File: config.mk
export PLATFORM = sky130hd
export DESIGN_NAME = tamsa_sqdiv
export DESIGN_NICKNAME = d
export VERILOG_FILES = /design/src/sv/two_axis_mean_stddev_accumulator_unit_defines.svh /design/src/sv/tamsa_pkg.sv /design/src/sv/tamsa_sqdiv.sv
export SDC_FILE = /design/constraint.sdc
export NUM_CORES = 1
export LEC_CHECK = 0
export ABC_AREA = 1
export BUFFER_PORTS_ARGS = -buffer_cell sky130_fd_sc_hd__buf_2
export CORE_MARGIN = 4
export CORE_UTILIZATION = 50
export CTS_BUF_LIST = sky130_fd_sc_hd__clkbuf_8
export CTS_CLUSTER_DIAMETER = 120
export CTS_CLUSTER_SIZE = 28
export DETAILED_ROUTE_END_ITERATION = 8
export HOLD_SLACK_MARGIN = 0.06
export PLACE_DENSITY = 0.82
export SLEW_MARGIN = 15
export SYNTH_ARGS = -nofsm -noshare
export SYNTH_HDL_FRONTEND = slang
export SYNTH_SLANG_ARGS = --single-unit
File: constraint.sdc
create_clock -name clk -period 5.6 [get_ports clk]
set_input_delay 1.4 -clock clk [delete_from_list [all_inputs] [get_ports clk]]
set_output_delay 1.4 -clock clk [all_outputs]
set_load 0.01 [all_outputs]
File: src/sv/two_axis_mean_stddev_accumulator_unit_defines.svh
// Assertion macros used by the RTL file of the accumulator unit.
`ifndef TWO_AXIS_MEAN_STDDEV_ACCUMULATOR_UNIT_DEFINES_SVH
`define TWO_AXIS_MEAN_STDDEV_ACCUMULATOR_UNIT_DEFINES_SVH
`ifndef ASSERT_OFF
`define TAMSA_ASSERT(lbl, ck, rn, prop) \
	lbl: assert property (@(posedge ck) disable iff (!rn) prop) \
	else $error("tamsa assertion failed");
`define TAMSA_NEVER(lbl, ck, rn, prop) \
	`TAMSA_ASSERT(lbl, ck, rn, !(prop))
`else
`define TAMSA_ASSERT(lbl, ck, rn, prop)
`define TAMSA_NEVER(lbl, ck, rn, prop)
`endif
`endif

File: src/sv/tamsa_pkg.sv
`default_nettype none
package tamsa_pkg;
	localparam int ANGLE_W = 22;
	localparam int CNT_W   = 10;
	localparam int MEAN_W  = 25;
	localparam int SD_W    = 24;
	localparam int SUM_W   = 32;
	localparam int SQ_W    = 52;
	localparam int DEN_W   = 37;
	localparam int WIDE_W  = 64;

	localparam logic [1:0] CMD_SAMPLE = 2'd0;
	localparam logic [1:0] CMD_START  = 2'd1;
	localparam logic [1:0] CMD_STOP   = 2'd2;

	localparam logic [7:0] STAT_X    = 8'h31;
	localparam logic [7:0] STAT_Y    = 8'h32;
	localparam logic [7:0] STAT_BOTH = 8'h33;

	// Arc seconds to microradians scale, 4.84813681 as a ratio of integers.
	localparam logic [31:0] K_NUM    = 32'd484813681;
	localparam logic [31:0] K_DEN    = 32'd100000000;
	localparam logic [63:0] MEAN_POS = 64'd16777215;
	localparam logic [63:0] MEAN_NEG = 64'd16777216;
	localparam logic [63:0] SD_MAX   = 64'd16777215;

	typedef enum logic {
		MODE_DIV  = 1'b0,
		MODE_SQRT = 1'b1
	} unit_mode_t;

	typedef struct packed {
		logic               start;
		unit_mode_t         mode;
		logic [WIDE_W-1:0]  a;
		logic [DEN_W-1:0]   b;
	} unit_req_t;

	typedef struct packed {
		logic               done;
		logic [WIDE_W-1:0]  result;
	} unit_rsp_t;
endpackage
`default_nettype wire

File: src/sv/tamsa_sqdiv.sv
`default_nettype none
// Iterative divider and square root sharing one compare-subtract.
module tamsa_sqdiv (
	input  wire logic                 clk,
	input  wire logic                 arst_n,
	input  wire tamsa_pkg::unit_req_t req,
	output tamsa_pkg::unit_rsp_t      rsp
);
	logic [tamsa_pkg::WIDE_W-1:0] a_q;
	logic [37:0]                  r_q;
	logic [31:0]                  root_q;
	logic [tamsa_pkg::DEN_W-1:0]  b_q;
	logic [5:0]                   cnt_q;
	logic                         busy_q;
	logic                         done_q;
	tamsa_pkg::unit_mode_t        mode_q;
	logic [37:0]                  sh;
	logic [37:0]                  opnd;
	logic [38:0]                  diff;
	logic                         fits;
	logic                         last;

	always_comb begin
		if (mode_q == tamsa_pkg::MODE_DIV) begin
			sh   = {r_q[36:0], a_q[63]};
			opnd = {1'b0, b_q};
		end else begin
			sh   = {r_q[35:0], a_q[63:62]};
			opnd = {4'b0, root_q, 2'b01};
		end
		diff = {1'b0, sh} - {1'b0, opnd};
		fits = !diff[38];
		last = (mode_q == tamsa_pkg::MODE_DIV) ? (cnt_q == 6'd63) : (cnt_q == 6'd31);
	end

	always_ff @(posedge clk or negedge arst_n) begin
		if (!arst_n) begin
			busy_q <= 1'b0;
			done_q <= 1'b0;
			cnt_q  <= '0;
			mode_q <= tamsa_pkg::MODE_DIV;
		end else begin
			done_q <= 1'b0;
			if (req.start) begin
				busy_q <= 1'b1;
				cnt_q  <= '0;
				mode_q <= req.mode;
			end else if (busy_q) begin
				cnt_q <= cnt_q + 6'd1;
				if (last) begin
					busy_q <= 1'b0;
					done_q <= 1'b1;
				end
			end
		end
	end

	always_ff @(posedge clk) begin
		if (req.start) begin
			a_q    <= req.a;
			b_q    <= req.b;
			r_q    <= '0;
			root_q <= '0;
		end else if (busy_q) begin
			if (fits)
				r_q <= diff[37:0];
			else
				r_q <= sh;
			if (mode_q == tamsa_pkg::MODE_DIV) begin
				a_q <= {a_q[62:0], fits};
			end else begin
				a_q    <= {a_q[61:0], 2'b00};
				root_q <= {root_q[30:0], fits};
			end
		end
	end

	assign rsp.done   = done_q;
	assign rsp.result = (mode_q == tamsa_pkg::MODE_DIV) ? a_q : {32'b0, root_q};
endmodule
`default_nettype wire

# After elaboration in Yosys (flattened, before gate mapping)
# Cells that the tools add are included.
# word_totals
ff_bits,179
latchBits,0
mem_bits_rw,0
romBits,0
in_bits,105
out_inout_bits,65
wordCells,31
mem_count,0
# op_classes
addsub,2
mul,0
div_mod_pow,0
n_lt_le_gt_ge,0
n_eq_ne,2
n_shift,0
muxes,16
bitwise_logic,0
n_reduce_logical,3
# op_table
cell,n
$mux W64,4
$mux W37,2
$sub A38 B37 Y39,1
$mux W38,1
$mux W6,2
$mux W1,7
$add A6 B1 Y6 const B,1
$eq A6 B5 Y1 const B,1
$eq A6 B6 Y1 const B,1
$reduce_and A2 Y1,1
$reduce_bool A2 Y1,1
$logic_not A1 Y1,1

# Depth between registers and ports, before layout
# Gate-level depths: netlist of run 1.
# depth
ltp_word,6
mapped_depth,22
ltp_nobuf,19

# Worst setup path after synthesis of run 1
# No wires, ideal clock.
# synth_timing
path_kind,input to register
startpoint,input port req[102] in the netlist's numbering
endpoint,"register a_q[0] in the netlist's numbering, enable pin"
setup_time_ns,0.453
arrival_time_ns,3.878
required_ns,5.147
path_slack_ns,1.269
stages,4
n_path_buf,2
cell_sequence,clkbuf_1 -> nor2_1 -> inv_1 -> clkbuf_1
# synth_via
elab_chain_cells,1
# synth_lines
element,line,source
from (decl),tamsa_sqdiv.sv:6,"input wire tamsa_pkg::unit_req_t req,"
$reduce_bool A2 Y1 (no source line),n/a,
to (signal assigned),tamsa_sqdiv.sv:60,a_q <= req.a;
to (signal assigned),tamsa_sqdiv.sv:70,"a_q <= {a_q[62:0], fits};"
to (signal assigned),tamsa_sqdiv.sv:72,"a_q <= {a_q[61:0], 2'b00};"
to (decl),tamsa_sqdiv.sv:9,logic [tamsa_pkg::WIDE_W-1:0] a_q;
# Every way passes these cells.
# A chain may end at the register's enable or synchronous reset.

# Worst setup path after layout of run 1
# layout_timing
startpoint,register mode_q
endpoint,register r_q[22]
# layout_via
elab_chain_cells,3
word_cells_on_any_way,4
classes_between,1 x add/sub; 3 x mux
# layout_lines
element,line,source
from (decl),tamsa_sqdiv.sv:16,tamsa_pkg::unit_mode_t mode_q;
from (signal assigned),tamsa_sqdiv.sv:41,mode_q <= tamsa_pkg::MODE_DIV;
from (signal assigned),tamsa_sqdiv.sv:47,mode_q <= req.mode;
$mux W38 / $mux W37 (equally long branches),tamsa_sqdiv.sv:24,if (mode_q == tamsa_pkg::MODE_DIV) begin
$sub A38 B37 Y39,tamsa_sqdiv.sv:31,"diff = {1'b0, sh} - {1'b0, opnd};"
$mux W37 *,tamsa_sqdiv.sv:65,if (fits)
to (signal assigned),tamsa_sqdiv.sv:66,r_q <= diff[37:0];
to (signal assigned),tamsa_sqdiv.sv:68,r_q <= sh;
to (decl),tamsa_sqdiv.sv:10,logic [37:0] r_q;
# Mark *: on every way between the ends. The rest lies on a longest branch, timed or not.

==> metrics.log, run 1 <==
INFO  metric final_net_count = between 1.5k and 2k
INFO  metric synthesized_nets = approximately 1.8k
INFO  metric critPathCaptureType = flip-flop
INFO  metric floorplan.initialDensity = 0.5086
INFO  metric critical_path.max_stage_delay = around 0.54 ns
INFO  metric die-area = approximately 0.026 mm2
INFO  metric rrSetupSlack = roughly 1.8 ns
INFO  metric detailed_place_hpwl = 25.97 mm
INFO  metric chip_width = 159.8 um
INFO  metric synth_cells = roughly 1.6k
INFO  metric placed_instance_area = between 0.01 and 0.015 mm2
INFO  metric detailedRoute.firstPassIterationCount = 5
INFO  metric hold_path_class = flip-flop to flip-flop
INFO  metric power_per_cell_area = between 400 and 500 mW/mm2
INFO  metric combinationalPowerShare = 0.498
INFO  metric core_region_area = approximately 0.023 mm2
INFO  metric rr_endpoint = r_q[22]$_SDFFE_PP0P_
INFO  metric fin_crit = roughly 3.8 ns
INFO  metric ios = 170
INFO  metric setup_viol_count_final = 0
INFO  metric critical_path_class = flip-flop to flip-flop
INFO  metric syn_area_per_cell = about 7.1 um2
INFO  metric synth_area = between 0.01 and 0.015 mm2
INFO  metric gp_weighted_congestion = ~0.93
INFO  metric timing.setup.tns = 0 ns
INFO  metric slowest_stage = sky130_fd_sc_hd__buf_4
INFO  metric drc_viols = 0
INFO  metric detail_route.iter0.violations = a little over 900
INFO  metric p_switching = 0.002437 W
INFO  metric routedWlPerCell = between 15 and 20 um
INFO  metric clock_latency_at_the_later_pin_of_the_worst_skew_pair = 0.49 ns
INFO  metric layout.cells.most_common_list = sky130_fd_sc_hd__nand2_1 (437), sky130_fd_sc_hd__inv_1 (261), sky130_fd_sc_hd__buf_2 (168), sky130_fd_sc_hd__nor2_1 (156), sky130_fd_sc_hd__o21ai_0 (123)
INFO  metric final_common_cell = sky130_fd_sc_hd__nand2_1
INFO  metric layout.cell_area.non_filler = between 0.01 and 0.015 mm2
INFO  metric placement.io_buffers = about 170
INFO  metric cpMostUsedCell = sky130_fd_sc_hd__nand2_1
INFO  metric worst_setup_path_start_kind = flip-flop
INFO  metric crit_chain = buf_4, nand2_1, a21boi_0, ha_1, nand2_1, nor2_1, nand2_1, nand3_1, nand2_1, nand3_2, nand2_2, nand2_2, buf_4, nand3_1, nand3_1, nand2_1
INFO  metric tritoncts.num_buffers = 17
INFO  metric synthesis.yosys.warnings = 0
INFO  metric synth_ff_type = sky130_fd_sc_hd__edfxtp_1
INFO  metric hold_path_end = r_q[31]$_SDFFE_PP0P_
INFO  metric placementRows = 55
INFO  metric grt_overflow = 0
INFO  metric timing.critical_path.arrival = between 4 and 5 ns
INFO  metric floorplan.die.height = 159.8 um
INFO  metric power.sequential.fraction = 0.325
INFO  metric wirelength = 34.21 mm
INFO  metric fin_crit_sh = 0.6747
INFO  metric tritoncts = yes
INFO  metric via_count = roughly 11k
INFO  metric critical_path_rt = around 6.0 ns
INFO  metric yosys_register_bits = roughly 180
INFO  metric synth-edff-count = approximately 100
INFO  metric critPathBufInv = 2
INFO  metric max-vdd-ir-drop = about 0.19 mV
INFO  metric internal_power = 0.002871 W
INFO  metric yosysTopAreaCell = sky130_fd_sc_hd__edfxtp_1
INFO  metric skew = ~0.025 ns
INFO  metric cap_violations = 0
INFO  metric clock_path_buffers = 2
INFO  metric hold_path.startpoint = r_q[31]$_SDFFE_PP0P_
INFO  metric startpoint_of_the_lowest_slack_register_to_register_path = mode_q$_DFFE_PN0P_
INFO  metric cts-htree-levels = 4
INFO  metric share_of_total_power_consumed_by_net_switching = 0.4591
INFO  metric holdPathStages = 2
INFO  metric timing.final.max_slew_violations = 0
INFO  metric post_cts_setup_buffers = 0
INFO  metric timing.reg2reg.worst_path_depth = 16
INFO  metric netlist_top_cells_area = sky130_fd_sc_hd__edfxtp_1 (26%), sky130_fd_sc_hd__nand2_1 (14%), sky130_fd_sc_hd__dfxtp_1 (12%), sky130_fd_sc_hd__inv_1 (8.5%), sky130_fd_sc_hd__o21ai_0 (5.3%)
INFO  metric area_growth = 12.00%
INFO  metric synth_async_sr_flop_share = 0.05028
INFO  metric layout-drive-gt1-share = 0.1404
INFO  metric tritoncts_num_sinks = roughly 180
INFO  metric rsz0062_at_grt = false
INFO  metric cts_root_buf = sky130_fd_sc_hd__clkbuf_8
INFO  metric final-hold-violation-count = 0
INFO  metric worst_slew_pin_slew = ~1.0 ns
INFO  metric timing.critical_path.max_delay_family = simple AND/OR/NAND/NOR gates
INFO  metric yosysTopAreaCellShare = 0.2634
INFO  metric yosysSeqAreaShare = 0.4029
INFO  metric grt_pass1_wl = 54.58 mm
INFO  metric worst-path-max-fanout = 77
INFO  metric clk_pin_slew = 0.12 ns
INFO  metric grt_antenna_before_repair = 1
INFO  metric power.share.clock = 0.177
INFO  metric post_synth_num_cell_types = 44
INFO  metric via_count_of_the_first_global_routing_pass = about 11k
INFO  metric drt.antenna.violating_nets = 0
INFO  metric grt_max_degree = 82
INFO  metric post_drt_via_cell_ratio = 5.474
INFO  metric max_freq = roughly 0.26 GHz
INFO  metric p_leak = approximately 6.5 nW
INFO  metric rel_slew_slack = 0.3117
INFO  metric postCtsHoldBufs = 0
INFO  metric status = complete, no violations
INFO  metric global_route.usage.total = 0.2639
INFO  metric ctsResizeCount = 0
power groups by stage:
stage	registers, W	logic [W]	clock network [W]
after floorplan	0.00172	0.00195	0
after global placement	0.00174	0.00257	0
after detailed placement	0.00175	0.00260	0
after CTS	0.00172	0.00261	0.000955
after global routing	0.00175	0.00299	0.00100
final	0.00173	0.00264	0.000938
final cells by class:
| type | instances | area [um2] |
|---|---|---|
| multi-input combinational | 1096 | 5533 |
| clock buffer | 18 | 247.7 |
| tap | 285 | 356.6 |
| inverter | 266 | 998.5 |
| fill | 2120 | 9743 |
| clock inverter | 14 | 180.2 |
| antenna | 1 | 2.502 |
| sequential | 179 | 4643 |
| timing repair buffer | 179 | 935.9 |
worst max path at each step:
stage                  startpoint              endpoint  slack, ns  cells past startpoint
2_1_floorplan            req[102]      a_q[0]$_DFFE_PP_       1.27                      4
5_1_grt        mode_q$_DFFE_PN0P_  r_q[28]$_SDFFE_PP0P_       1.50                     15
3_5_place_dp             req[102]     a_q[10]$_DFFE_PP_       1.70                      5
4_1_cts        mode_q$_DFFE_PN0P_  r_q[22]$_SDFFE_PP0P_       1.86                     15
3_3_place_gp             req[102]     a_q[45]$_DFFE_PP_       1.82                      5
6_report       mode_q$_DFFE_PN0P_  r_q[22]$_SDFFE_PP0P_       1.82                     16
worst min-delay path, delay by kind of cell (launching register included):
kind / cells / cell delay [ns]
DFF: 1 / 0.33
and+or+nand+nor: 2 / 0.10
cells in the mapped netlist (all sizes together), types with 20 or more instances:
cell type  number
a21oi          34
buf            29
inv           265
clkbuf         43
edfxtp        101
or2            20
nor2          159
dfxtp          69
a21boi         34
o221ai         62
ha             38
nand3         123
o21ai         130
nand2         443
state kept, by name, indices dropped and copies added (netlist names):
name	count
a_q	64
b_q	37
busy_q	1
cnt_q	6
done_q	1
mode_q	1
r_q	37
root_q	32
stage by stage:
stage / power (W) / setup WS (ns) / std cells / util / hold slack, ns
after global placement: 0.004318 / 1.817 / 2005 / 0.5506 / 0.4485
after global routing: 0.005743 / 1.496 / 2037 / 0.5696 / 0.4924
after CTS: 0.005292 / 1.859 / 2037 / 0.5696 / 0.4657
after detailed placement: 0.004349 / 1.702 / 2005 / 0.5506 / 0.4442
after floorplan: 0.003665 / 1.269 / 1613 / - / 0.4261
final: 0.005308 / 1.822 / 2038 / 0.5697 / 0.4663
metal layers:
metal	global-route usage	vias up	part of all wire
li1	-	5501	-
met1	0.3551	5105	0.43
met2	0.4321	500	0.46
met3	0.05032	50	0.087
met4	0.08481	0	0.026
met5	0	-	0
logic make-up after synthesis:
| logic type | after synthesis | share of synthesized area |
|---|---|---|
| AND/OR/NAND/NOR | 768 | 0.2751 |
| adder cells (fa/ha/maj) | 39 | 0.04303 |
| buffers and inverters | 338 | 0.1176 |
| XOR/XNOR | 15 | 0.01141 |
| flip-flops | 179 | 0.4029 |
| AO/OA/AOI/OAI | 274 | 0.1500 |
No activity file was read; power rests on OpenSTA's default activity.
==> run 2: changes to the inputs <==
--- a/config.mk
+++ b/config.mk
@@ -14,7 +14,7 @@
 export CTS_CLUSTER_SIZE = 28
 export DETAILED_ROUTE_END_ITERATION = 8
 export HOLD_SLACK_MARGIN = 0.06
-export PLACE_DENSITY = 0.82
+export PLACE_DENSITY = 0.85
 export SLEW_MARGIN = 15
 export SYNTH_ARGS = -nofsm -noshare
 export SYNTH_HDL_FRONTEND = slang
==> constraint.sdc (replaced) <==
create_clock -name clk -period 3.3 [get_ports clk]
set_input_delay 0.825 -clock clk [delete_from_list [all_inputs] [get_ports clk]]
set_output_delay 0.825 -clock clk [all_outputs]
set_load 0.01 [all_outputs]
==> run 2 against run 1 <==
  * Sequential cell count stayed put
  * Fmax is 18% higher
  * Clock power is 63% higher
  * Critical path depth is 4 lower
  * Register-to-register slack worse by 1.7 ns
  * Critical path type unchanged
  * Largest power group unchanged
  * Highest routed layer unchanged
==> metrics.log, run 2 (same netlist as run 1, synthesis figures left out) <==
INFO  metric share_of_total_power_consumed_by_net_switching = 0.4577
INFO  metric post_drt_via_cell_ratio = 5.564
INFO  metric layout.cells.most_common_list = sky130_fd_sc_hd__nand2_1 (437), sky130_fd_sc_hd__inv_1 (262), sky130_fd_sc_hd__buf_2 (168), sky130_fd_sc_hd__nor2_1 (155)
INFO  metric ios = 170
INFO  metric post_cts_setup_buffers = 0
INFO  metric gp_weighted_congestion = ~1.1
INFO  metric p_switching = roughly 0.0042 W
INFO  metric slowest_stage = sky130_fd_sc_hd__nor4_1
INFO  metric via_count_of_the_first_global_routing_pass = around 11k
INFO  metric layout-drive-gt1-share = 0.1521
INFO  metric clock_path_buffers = 2
INFO  metric placed_instance_area = 0.01266 mm2
INFO  metric power_per_cell_area = around 700 mW/mm2
INFO  metric layout.cell_area.non_filler = ~0.013 mm2
INFO  metric antenna_cells_inserted = 0
INFO  metric largest_registers = a_q x64, b_q x37, r_q x37
INFO  metric setup_viol_count_final = 0
INFO  metric tritoncts.num_buffers = 17
INFO  metric drt.antenna.violating_nets = 0
INFO  metric skew = between 0.015 and 0.02 ns
INFO  metric dpl_worst_slack = 0.1000 ns
INFO  metric global_route.usage.total = 0.2646
INFO  metric grt_pass1_wl = approximately 55 mm
INFO  metric largest_register_ff_count = 64
INFO  metric clock_latency_at_the_later_pin_of_the_worst_skew_pair = around 0.47 ns
INFO  metric hold_path_class = primary input to async pin
INFO  metric timing.critical_path.arrival = ~3.5 ns
INFO  metric power.sequential.fraction = 0.320
INFO  metric grt_antenna_before_repair = 0
INFO  metric timing.final.max_slew_violations = 0
INFO  metric rel_slew_slack = 0.3477
INFO  metric drc_viols = 0
INFO  metric die-area = 0.02552 mm2
INFO  metric routedWlPerCell = about 17 um
INFO  metric max_freq = around 0.31 GHz
INFO  metric wirelength = between 30 and 40 mm
INFO  metric timing.setup.tns = 0 ns
INFO  metric grt_max_degree = 82
INFO  metric power = between 0.009 and 0.01 W
INFO  metric combinationalPowerShare = 0.513
INFO  metric worst-path-max-fanout = 36
INFO  metric largest_register = a_q
INFO  metric timing.reg2reg.worst_path_depth = 12
INFO  metric fin_crit = 3.199 ns
INFO  metric power.share.clock = 0.167
INFO  metric fin_crit_sh = 0.9695
INFO  metric cts_root_buf = sky130_fd_sc_hd__clkbuf_8
INFO  metric final_net_count = 1,899
INFO  metric fillers = between 2k and 2.5k
INFO  metric crit_chain = buf_4, nand2_1, a21boi_0, ha_1, nand2_1, nor4_1, a21oi_4, nand2_2, buf_6, nand2_1, nand3_1, o21ai_0
INFO  metric ctsResizeCount = 0
INFO  metric critical_path.max_stage_delay = 0.58 ns
INFO  metric tritoncts_num_sinks = 179
INFO  metric final-hold-violation-count = 0
INFO  metric tritoncts = yes
INFO  metric worst_slew_pin_slew = just under 1 ns
INFO  metric placementRows = between 50 and 60
INFO  metric via_count = 11.42k
INFO  metric cap_violations = 0
INFO  metric rrSetupSlack = ~0.10 ns
INFO  metric postCtsHoldBufs = 0
INFO  metric area_growth = 13.89%
INFO  metric chip_width = between 150 and 200 um
INFO  metric p_leak = 6.618 nW
INFO  metric rr_endpoint = r_q[13]$_SDFFE_PP0P_
INFO  metric core_region_area = 0.02264 mm2
INFO  metric post-place-cells = 2,021
INFO  metric cts-htree-levels = 4
INFO  metric startpoint_of_the_lowest_slack_register_to_register_path = mode_q$_DFFE_PN0P_
INFO  metric clk_pin_slew = ~0.1 ns
INFO  metric worst_setup_path_start_kind = flip-flop
INFO  metric internal_power = between 0.004 and 0.005 W
INFO  metric detailedRoute.firstPassIterationCount = 7
INFO  metric status = complete, no violations
INFO  metric detailed_place_hpwl = around 26 mm
INFO  metric cpMostUsedCell = sky130_fd_sc_hd__nand2_1
INFO  metric final_common_cell = sky130_fd_sc_hd__nand2_1
INFO  metric critPathCaptureType = flip-flop
INFO  metric floorplan.die.height = 159.8 um
INFO  metric floorplan.initialDensity = 0.5086
INFO  metric max-vdd-ir-drop = ~0.34 mV
INFO  metric worst_slack = 0.1005 ns
INFO  metric grt_overflow = 0
INFO  metric critical_path_rt = ~3.6 ns
INFO  metric finish.cell_count_without_fillers = roughly 2k
INFO  metric detail_route.iter0.violations = around 1.0k
INFO  metric critical_path_class = flip-flop to flip-flop
INFO  metric placement.io_buffers = ~170
[run 2: changes by cell type in the layout (fill, tap and decap cells not counted), moves of 3 or more]
cell	before	now
sky130_fd_sc_hd__buf_12	1	7
sky130_fd_sc_hd__buf_4	10	17
sky130_fd_sc_hd__ha_1	38	34
sky130_fd_sc_hd__ha_2	0	3
sky130_fd_sc_hd__inv_8	2	5
[run 2: metal layers]
| metal | GRT usage | share of wire | vias to the layer above |
|---|---|---|---|
| met5 | 0 | 0 | - |
| met2 | 0.4367 | 0.47 | 592 |
| met3 | 0.04077 | 0.090 | 59 |
| li1 | - | - | 5544 |
| met4 | 0.08402 | 0.026 | 0 |
| met1 | 0.3595 | 0.42 | 5227 |
[run 2: critical path, delay by kind of cell (launching register included)]
kind            cells  cell delay (ns)
compound gates      3             0.43
fa+ha+maj           1             0.42
buf+inv             2             0.54
flops               1             0.48
simple gates        6             1.21
[run 2: power groups by stage]
stage | combinational (W) | clock, W | sequential, W
2_1_floorplan | 0.00331 | 0 | 0.00291
5_1_grt | 0.00525 | 0.00165 | 0.00298
4_1_cts | 0.00453 | 0.00155 | 0.00293
6_report | 0.00471 | 0.00153 | 0.00294
3_5_place_dp | 0.00450 | 0 | 0.00298
3_3_place_gp | 0.00443 | 0 | 0.00297
[run 2: worst max path at each step]
stage                       startpoint                   end  slack [ns]  cells past startpoint
floorplan           mode_q$_DFFE_PN0P_      a_q[0]$_DFFE_PP_        0.26                     17
global placement    mode_q$_DFFE_PN0P_   r_q[6]$_SDFFE_PP0P_        0.14                     16
detailed placement  mode_q$_DFFE_PN0P_  r_q[13]$_SDFFE_PP0P_        0.10                     16
CTS                 mode_q$_DFFE_PN0P_  r_q[13]$_SDFFE_PP0P_        0.07                     16
global route        mode_q$_DFFE_PN0P_  r_q[13]$_SDFFE_PP0P_       -0.02                     17
finish              mode_q$_DFFE_PN0P_  r_q[13]$_SDFFE_PP0P_        0.10                     12
[run 2: area by class of cell]
| class | instances | area (um2) | share of cell area |
|---|---|---|---|
| inverters | 266 | 998.5 | 0.07613 |
| repair buffers | 195 | 1146 | 0.08739 |
| clock inverters | 15 | 166.4 | 0.01269 |
| flip-flops and latches | 179 | 4643 | 0.3540 |
| well taps | 285 | 356.6 | 0.02719 |
| multi-input cells | 1096 | 5570 | 0.4247 |
| clock buffers | 17 | 234.0 | 0.01784 |
[run 2: through the flow]
step,util,hold slack (ns)
2_1_floorplan,-,0.4261
3_3_place_gp,0.5590,0.4487
3_5_place_dp,0.5590,0.4508
6_report,0.5793,0.2005
5_1_grt,0.5793,0.1827
4_1_cts,0.5767,0.1872
